[src/rtl/mbrtu_pkg.sv]
// Shared types, constants and CRC helper for the Modbus RTU request framer.
package mbrtu_pkg;

  localparam int MAX_WRITE_REGS = 123;
  localparam logic [15:0] CRC_INIT = 16'hFFFF;
  localparam logic [15:0] CRC_POLY = 16'hA001;
  localparam int QDEPTH = 4;
  localparam int QAW = $clog2(QDEPTH);

  localparam logic [1:0] KIND_READ   = 2'd0;
  localparam logic [1:0] KIND_SINGLE = 2'd1;
  localparam logic [1:0] KIND_MULTI  = 2'd2;

  typedef struct packed {
    logic        cmd;
    logic [1:0]  frame_kind;
    logic [7:0]  slave_address;
    logic [7:0]  function_code;
    logic [15:0] register_address;
    logic [15:0] quantity_or_value;
    logic [7:0]  data_byte;
  } req_t;

  typedef struct packed {
    logic [7:0] tx_byte;
    logic       frame_end;
    logic       run_last;
    logic       error;
  } res_t;

  typedef enum logic [1:0] {
    JOB_ERR,
    JOB_HDR,
    JOB_PAY
  } job_op_t;

  typedef struct packed {
    job_op_t     op;
    logic        multi;
    logic        close;
    logic [7:0]  addr;
    logic [7:0]  func;
    logic [15:0] reg_addr;
    logic [15:0] qv;
    logic [7:0]  data;
  } job_t;

  typedef struct packed {
    logic full;
    logic empty;
  } q_status_t;

  function automatic logic [15:0] crc_byte(input logic [15:0] crc, input logic [7:0] b);
    logic [15:0] c;
    c = crc ^ {8'h00, b};
    for (int k = 0; k < 8; k++) begin
      if (c[0]) c = (c >> 1) ^ CRC_POLY;
      else      c = c >> 1;
    end
    return c;
  endfunction

endpackage

[src/rtl/modbus_rtu_request_framer_core.sv]
// An accepted request beat is written into the job queue; the back end then registers its first frame byte onto frm.
// The back end emits one frame byte per cycle while frm is not stalled; a header
// gives 7 to 9 bytes, a payload beat 1 byte (3 on the last one), an error one flagged beat.
// Requests are taken every cycle while the four-entry job queue has room.
// Reset (rst, synchronous) empties the queue, closes any open frame, sets CRC to 0xFFFF.
module modbus_rtu_request_framer_core (
  input  logic            clk,
  input  logic            rst,
  input  logic            req_valid,
  output logic            req_stall,
  input  mbrtu_pkg::req_t req,
  output logic            frm_valid,
  input  logic            frm_stall,
  output mbrtu_pkg::res_t frm
);
  import mbrtu_pkg::*;

  logic      push;
  logic      pop;
  job_t      wr_job;
  job_t      rd_job;
  q_status_t status;

  assign req_stall = status.full;
  assign push      = req_valid && !req_stall;

  mbrtu_front u_front (
    .clk  (clk),
    .rst  (rst),
    .push (push),
    .req  (req),
    .job  (wr_job)
  );

  mbrtu_queue u_queue (
    .clk    (clk),
    .rst    (rst),
    .push   (push),
    .wr_job (wr_job),
    .pop    (pop),
    .rd_job (rd_job),
    .status (status)
  );

  mbrtu_back u_back (
    .clk       (clk),
    .rst       (rst),
    .job       (rd_job),
    .status    (status),
    .pop       (pop),
    .frm_valid (frm_valid),
    .frm_stall (frm_stall),
    .frm       (frm)
  );

endmodule

[src/rtl/mbrtu_front.sv]
// Front end: accepts request beats, checks sequencing, and builds jobs.
module mbrtu_front (
  input  logic          clk,
  input  logic          rst,
  input  logic          push,
  input  mbrtu_pkg::req_t req,
  output mbrtu_pkg::job_t job
);
  import mbrtu_pkg::*;

  logic       awaiting;
  logic       awaiting_next;
  logic [7:0] remaining;
  logic [7:0] remaining_next;
  logic [7:0] rem_dec;

  always_comb begin
    rem_dec        = remaining - 8'd1;
    awaiting_next  = awaiting;
    remaining_next = remaining;
    job.op         = JOB_ERR;
    job.multi      = (req.frame_kind == KIND_MULTI);
    job.close      = 1'b1;
    job.addr       = req.slave_address;
    job.func       = req.function_code;
    job.reg_addr   = req.register_address;
    job.qv         = req.quantity_or_value;
    job.data       = req.data_byte;
    if (req.cmd) begin
      if (awaiting) begin
        job.op         = JOB_PAY;
        job.close      = (rem_dec == 8'd0);
        remaining_next = rem_dec;
        if (rem_dec == 8'd0) awaiting_next = 1'b0;
      end
    end else if (!awaiting && (req.frame_kind inside {KIND_READ, KIND_SINGLE, KIND_MULTI}) &&
                 !(job.multi && req.quantity_or_value > 16'(MAX_WRITE_REGS))) begin
      job.op    = JOB_HDR;
      job.close = !(job.multi && req.quantity_or_value != 16'd0);
      if (!job.close) begin
        awaiting_next  = 1'b1;
        remaining_next = {req.quantity_or_value[6:0], 1'b0};
      end
    end
  end

  always_ff @(posedge clk) begin
    if (rst) begin
      awaiting  <= 1'b0;
      remaining <= 8'd0;
    end else if (push) begin
      awaiting  <= awaiting_next;
      remaining <= remaining_next;
    end
  end

endmodule

[src/rtl/mbrtu_queue.sv]
// Small job queue between the front end and the byte sequencer.
module mbrtu_queue (
  input  logic                 clk,
  input  logic                 rst,
  input  logic                 push,
  input  mbrtu_pkg::job_t      wr_job,
  input  logic                 pop,
  output mbrtu_pkg::job_t      rd_job,
  output mbrtu_pkg::q_status_t status
);
  import mbrtu_pkg::*;

  job_t           mem [QDEPTH];
  logic [QAW-1:0] wr_ptr;
  logic [QAW-1:0] rd_ptr;
  logic [QAW:0]   count;

  assign status.full  = (count == (QAW+1)'(QDEPTH));
  assign status.empty = (count == '0);
  assign rd_job       = mem[rd_ptr];

  always_ff @(posedge clk) begin
    if (push) mem[wr_ptr] <= wr_job;
  end

  always_ff @(posedge clk) begin
    if (rst) begin
      wr_ptr <= '0;
      rd_ptr <= '0;
      count  <= '0;
    end else begin
      if (push) wr_ptr <= wr_ptr + QAW'(1);
      if (pop)  rd_ptr <= rd_ptr + QAW'(1);
      case ({push, pop})
        2'b10:   count <= count + (QAW+1)'(1);
        2'b01:   count <= count - (QAW+1)'(1);
        default: count <= count;
      endcase
    end
  end

endmodule

[src/rtl/mbrtu_back.sv]
// Back end: walks each job one frame byte per cycle while frm is not stalled, and keeps the running CRC.
module mbrtu_back (
  input  logic                 clk,
  input  logic                 rst,
  input  mbrtu_pkg::job_t      job,
  input  mbrtu_pkg::q_status_t status,
  output logic                 pop,
  output logic                 frm_valid,
  input  logic                 frm_stall,
  output mbrtu_pkg::res_t      frm
);
  import mbrtu_pkg::*;

  logic [15:0] crc;
  logic [15:0] crc_next;
  logic [15:0] crc_in;
  logic [15:0] crc_upd;
  logic [3:0]  step;
  logic [3:0]  step_next;
  logic [3:0]  nb;
  logic [7:0]  cur_byte;
  logic        adv;
  logic        emit;
  res_t        res_next;

  assign adv  = !frm_valid || !frm_stall;
  assign emit = adv && !status.empty;

  always_comb begin
    if (job.op == JOB_PAY) nb = 4'd1;
    else if (job.multi)    nb = 4'd7;
    else                   nb = 4'd6;

    if (job.op == JOB_PAY) cur_byte = job.data;
    else begin
      case (step[2:0])
        3'd0:    cur_byte = job.addr;
        3'd1:    cur_byte = job.func;
        3'd2:    cur_byte = job.reg_addr[15:8];
        3'd3:    cur_byte = job.reg_addr[7:0];
        3'd4:    cur_byte = job.qv[15:8];
        3'd5:    cur_byte = job.qv[7:0];
        default: cur_byte = {job.qv[6:0], 1'b0};
      endcase
    end

    crc_in  = (job.op == JOB_HDR && step == 4'd0) ? CRC_INIT : crc;
    crc_upd = crc_byte(crc_in, cur_byte);

    res_next  = '0;
    crc_next  = crc;
    step_next = step;
    pop       = 1'b0;
    if (emit) begin
      unique case (job.op)
        JOB_ERR: begin
          res_next.frame_end = 1'b1;
          res_next.run_last  = 1'b1;
          res_next.error     = 1'b1;
          pop                = 1'b1;
        end
        JOB_HDR, JOB_PAY: begin
          if (step < nb) begin
            res_next.tx_byte  = cur_byte;
            crc_next          = crc_upd;
            step_next         = step + 4'd1;
            if (!job.close && step == nb - 4'd1) begin
              res_next.run_last = 1'b1;
              pop               = 1'b1;
              step_next         = 4'd0;
            end
          end else if (step == nb) begin
            res_next.tx_byte = crc[7:0];
            step_next        = step + 4'd1;
          end else begin
            res_next.tx_byte   = crc[15:8];
            res_next.frame_end = 1'b1;
            res_next.run_last  = 1'b1;
            crc_next           = CRC_INIT;
            pop                = 1'b1;
            step_next          = 4'd0;
          end
        end
        default: begin
          pop = 1'b1;
        end
      endcase
    end
  end

  always_ff @(posedge clk) begin
    if (rst) begin
      crc       <= CRC_INIT;
      step      <= 4'd0;
      frm_valid <= 1'b0;
    end else begin
      crc  <= crc_next;
      step <= step_next;
      if (adv) frm_valid <= !status.empty;
    end
  end

  always_ff @(posedge clk) begin
    if (emit) frm <= res_next;
  end

  a_err_shape: assert property (@(posedge clk) disable iff (rst)
    frm_valid && frm.error |-> frm.frame_end && frm.run_last && frm.tx_byte == 8'h00)
    else $error("error beat malformed");

  a_end_is_last: assert property (@(posedge clk) disable iff (rst)
    frm_valid && frm.frame_end |-> frm.run_last)
    else $error("frame end without run_last");

  a_pop_on_emit: assert property (@(posedge clk) disable iff (rst)
    pop |-> emit)
    else $error("job popped without emitting a beat");

  a_crc_reinit: assert property (@(posedge clk) disable iff (rst)
    emit && res_next.frame_end && !res_next.error |=> crc == CRC_INIT)
    else $error("CRC not reinitialized after frame close");

endmodule
[config.mk]
export PLATFORM = sky130hd
export DESIGN_NAME = modbus_rtu_request_framer_core
export DESIGN_NICKNAME = d
export VERILOG_FILES = /design/src/rtl/mbrtu_pkg.sv /design/src/rtl/modbus_rtu_request_framer_core.sv /design/src/rtl/mbrtu_front.sv /design/src/rtl/mbrtu_queue.sv /design/src/rtl/mbrtu_back.sv
export SDC_FILE = /design/constraint.sdc
export NUM_CORES = 1
export LEC_CHECK = 0
export BUFFER_PORTS_ARGS = -buffer_cell sky130_fd_sc_hd__buf_2
export CAP_MARGIN = 30
export CORE_ASPECT_RATIO = 0.7
export CORE_MARGIN = 2
export CORE_UTILIZATION = 50
export CTS_CLUSTER_DIAMETER = 80
export DETAILED_ROUTE_END_ITERATION = 10
export HOLD_SLACK_MARGIN = 0.03
export PLACE_DENSITY_LB_ADDON = 0.3
export SKIP_LAST_GASP = 1
export SLEW_MARGIN = 20
export SYNTH_ARGS = -nofsm -noshare
export SYNTH_HDL_FRONTEND = slang
export SYNTH_SLANG_ARGS = --single-unit
[constraint.sdc]
create_clock -name clk -period 5.6 [get_ports clk]
set_clock_uncertainty 0.1 [all_clocks]
set_input_delay 0.56 -clock clk [delete_from_list [all_inputs] [get_ports clk]]
set_output_delay 0.56 -clock clk [all_outputs]
set_load 0.005 [all_outputs]
==> results.yml <==
grt:
  antenna_found_initial: 0
  grt_use_met3: 0.04982
  grt_start_max_net_pins: 87
  grtUsageMet2: 0.2901
  grtUsageMet1: 0.3334
  grt_pass1_vias: 6689
  grt_pass1_wl_um: 40500
  grt_use_total: 0.2083
  grt.busiest_layer: "met1"
  overflow: 0
power_and_ir_drop:
  powerDensity_mw_per_mm2: 529.3
  pwr-share-seq: 0.380
  power_frac_comb: 0.378
  switchingPower_mw: 2.412
  clockPowerShare: 0.241
  peakVddDrop_mv: 0.3743
  internal-power_mw: 5.016
  power.leakage_nw: 4.769
  netSwitchingFraction: 0.3247
yosys:
  synth-async-reset-ratio: 0
  synth_area_per_cell_um2: 15.88
  netlist_instances: 785
  yosys_warnings: 0
  mappedNetlistNets: 868
  ys_types: 70
  synth-edff-count: 251
  synth_area_mm2: 0.01247
  synth_seq_cells: 290
  ys.flop_type: "edfxtp_1"
  synth_seq_area_share: 0.6672
timing:
  period_minus_slack_ps: 4461
  tns_ps: 0
  slew-limit-headroom: 0.4430
  min_period_over_period: 0.7966
  tightest_slew_ps: 835.4
  max_freq_mhz: 224.2
  hold_slack_ps: 116.6
  hold_viol_final: 0
  final_max_slew_viol_count: 0
  rsz0062_at_grt: "no"
  setup_viol: 0
clock_network:
  cts-resized-gates: 0
  ctsHtreeMaxLevel: 1
  cts_hold_buf: 0
  cts_setup_buffers: 0
  path_clk_slew_ps: 60
  cts.sinks: 290
  clk_path_buf_depth: 3
  cts_tree: "built"
  cts_root_buffer: "clkbuf_16"
  cts_buffers: 27
  clk_latency_ps: 550
die:
  start_util: 0.5075
  fp-row-count: 48
  io_pins: 76
  die_w_um: 192.7
  coreArea_mm2: 0.02456
  die_area_mm2: 0.02623
  die_h_um: 136.1
setup_path:
  crit_path_end_kind: "register"
  critPathRequiredTime_ps: 5980
  crit_path_start_kind: "register"
  arrival_ps: 4840
  cp_max_fo: 86
  r2r.worst_path.cells: 13
  path_class: "register to register"
layout:
  layout_commonest_cell: "edfxtp_1"
  areaGrowthSynthToFinish_pct: 12.57
  drive_above_1_share: 0.2146
  num-nets-final: 952
  fillers: 1913
  final_cell_mix: "edfxtp_1 (251), buf_2 (76), mux2i_1 (68)"
  n_antenna_cell: 0
route:
  dr.pass1.iters: 5
  vias_per_cell: 5.792
  wl_per_cell_um: 21.85
  first_iter_violations: 775
  routed_wl_um: 26540
  vias: 7037
  drc_errors: 0
  ant_nets: 0
min_path:
  whs_path_depth: 1
  hold_path.class: "input pin to register"
run_status:
  outcome: "completed"
placement:
  dpl.hpwl_um: 18010
  portBuffers: 75
  routabilityCongestion: 0.8644
flow_run:
  cap_violations: 0
cells in the mapped netlist, types with 5 or more instances:
master      n  area share
or3_1       5      0.0025
o21ai_0     9      0.0036
xnor2_1    23       0.016
clkbuf_1   16      0.0048
dfxtp_1    39       0.063
edfxtp_1  251        0.60
nor2b_1     9      0.0045
a21oi_1    21      0.0084
nor3_1     11      0.0044
buf_2       7      0.0028
o21bai_1    5      0.0030
nor2_1     54       0.016
a211oi_1   13      0.0078
nand2_1    21      0.0063
inv_1      20      0.0060
and2_1      7      0.0035
nand3b_1    5      0.0030
buf_12      6      0.0096
mux4_2     30       0.054
ha_1       19       0.019
o22ai_1    38       0.019
nand2b_1   14      0.0070
nor4_1     11      0.0055
mux2i_1    68       0.055
registers in the layout, indices dropped and copies added (netlist names), named ones only:
signal,flops
u_queue.wr_ptr,2
u_queue.rd_ptr,2
u_back.frm_valid,1
u_back.crc,16
u_front.remaining,8
u_back.frm,11
u_back.step,4
u_queue.mem,240
u_queue.count,3
u_front.awaiting,1
area by class of cell:
class / count / area (um2) / area share
Clock inverter: 17 / 138.9 / 0.009897
Multi-Input combinational cell: 439 / 3796 / 0.2705
Clock buffer: 33 / 728.2 / 0.05189
Timing Repair Buffer: 90 / 561.8 / 0.04003
Inverter: 21 / 78.83 / 0.005617
Sequential cell: 290 / 8323 / 0.5931
Tap cell: 325 / 406.6 / 0.02898
power by group through the flow:
stage	registers, mW	logic [mW]	clock network [mW]
final	2.83	2.81	1.79
after global routing	2.86	3.06	1.91
after floorplan	2.85	2.21	0
after CTS	2.83	2.81	1.83
after detailed placement	2.87	2.80	0
after global placement	2.87	2.77	0
cells by family (layout without fill, tap and decap cells):
family                   after synthesis  count (layout)  share of synthesized area
adder cells (fa/ha/maj)               20              20                    0.02067
AO/OA/AOI/OAI                        123             123                    0.06865
XOR/XNOR                              34              34                    0.03221
AND/OR/NAND/NOR                      158             158                    0.06594
flip-flops                           290             290                     0.6672
buffers and inverters                 56             161                    0.02870
multiplexers                         104             104                     0.1166
critical path: stages, from the launching register on:
cell and delay [ps]:
dfxtp_4 380, buf_12 450, mux4_2 590, or2_2 290, ha_1 320, or4b_4 560
a31oi_4 280, o21a_2 190, ha_1 190, inv_1 60, fa_1 380, xor2_1 160
or3_1 310, a21oi_1 130
path summary, 6_finish.rpt:
kind,start,end,slack [ps]
setup / recovery,register,u_queue.count[2],1140
hold reg to reg,u_back.frm_valid,u_back.frm_valid,370
setup reg to reg,register,u_queue.count[2],1140
hold / removal,req[41],u_queue.mem[1][41],120
through the flow:
stage                     setup slack [ps]  power, mW  utilization  cell area [um2]  std cells
after floorplan                       1022      5.066            -            12470        785
after global placement                1110      5.640       0.5320            13070       1160
after detailed placement              1089      5.671       0.5349            13140       1164
after CTS                             1062      7.471       0.5702            14010       1214
after global routing                 873.4      7.819       0.5713            14030       1215
final                                 1139      7.428       0.5713            14030       1215
metal layers:
| layer | vias up | share of wire |
|---|---|---|
| met1 | 3503 | 0.48 |
| li1 | 3229 | - |
| met5 | - | 0 |
| met2 | 271 | 0.42 |
| met4 | 0 | 0.016 |
| met3 | 34 | 0.083 |
Power figures use the tool's default switching activity.
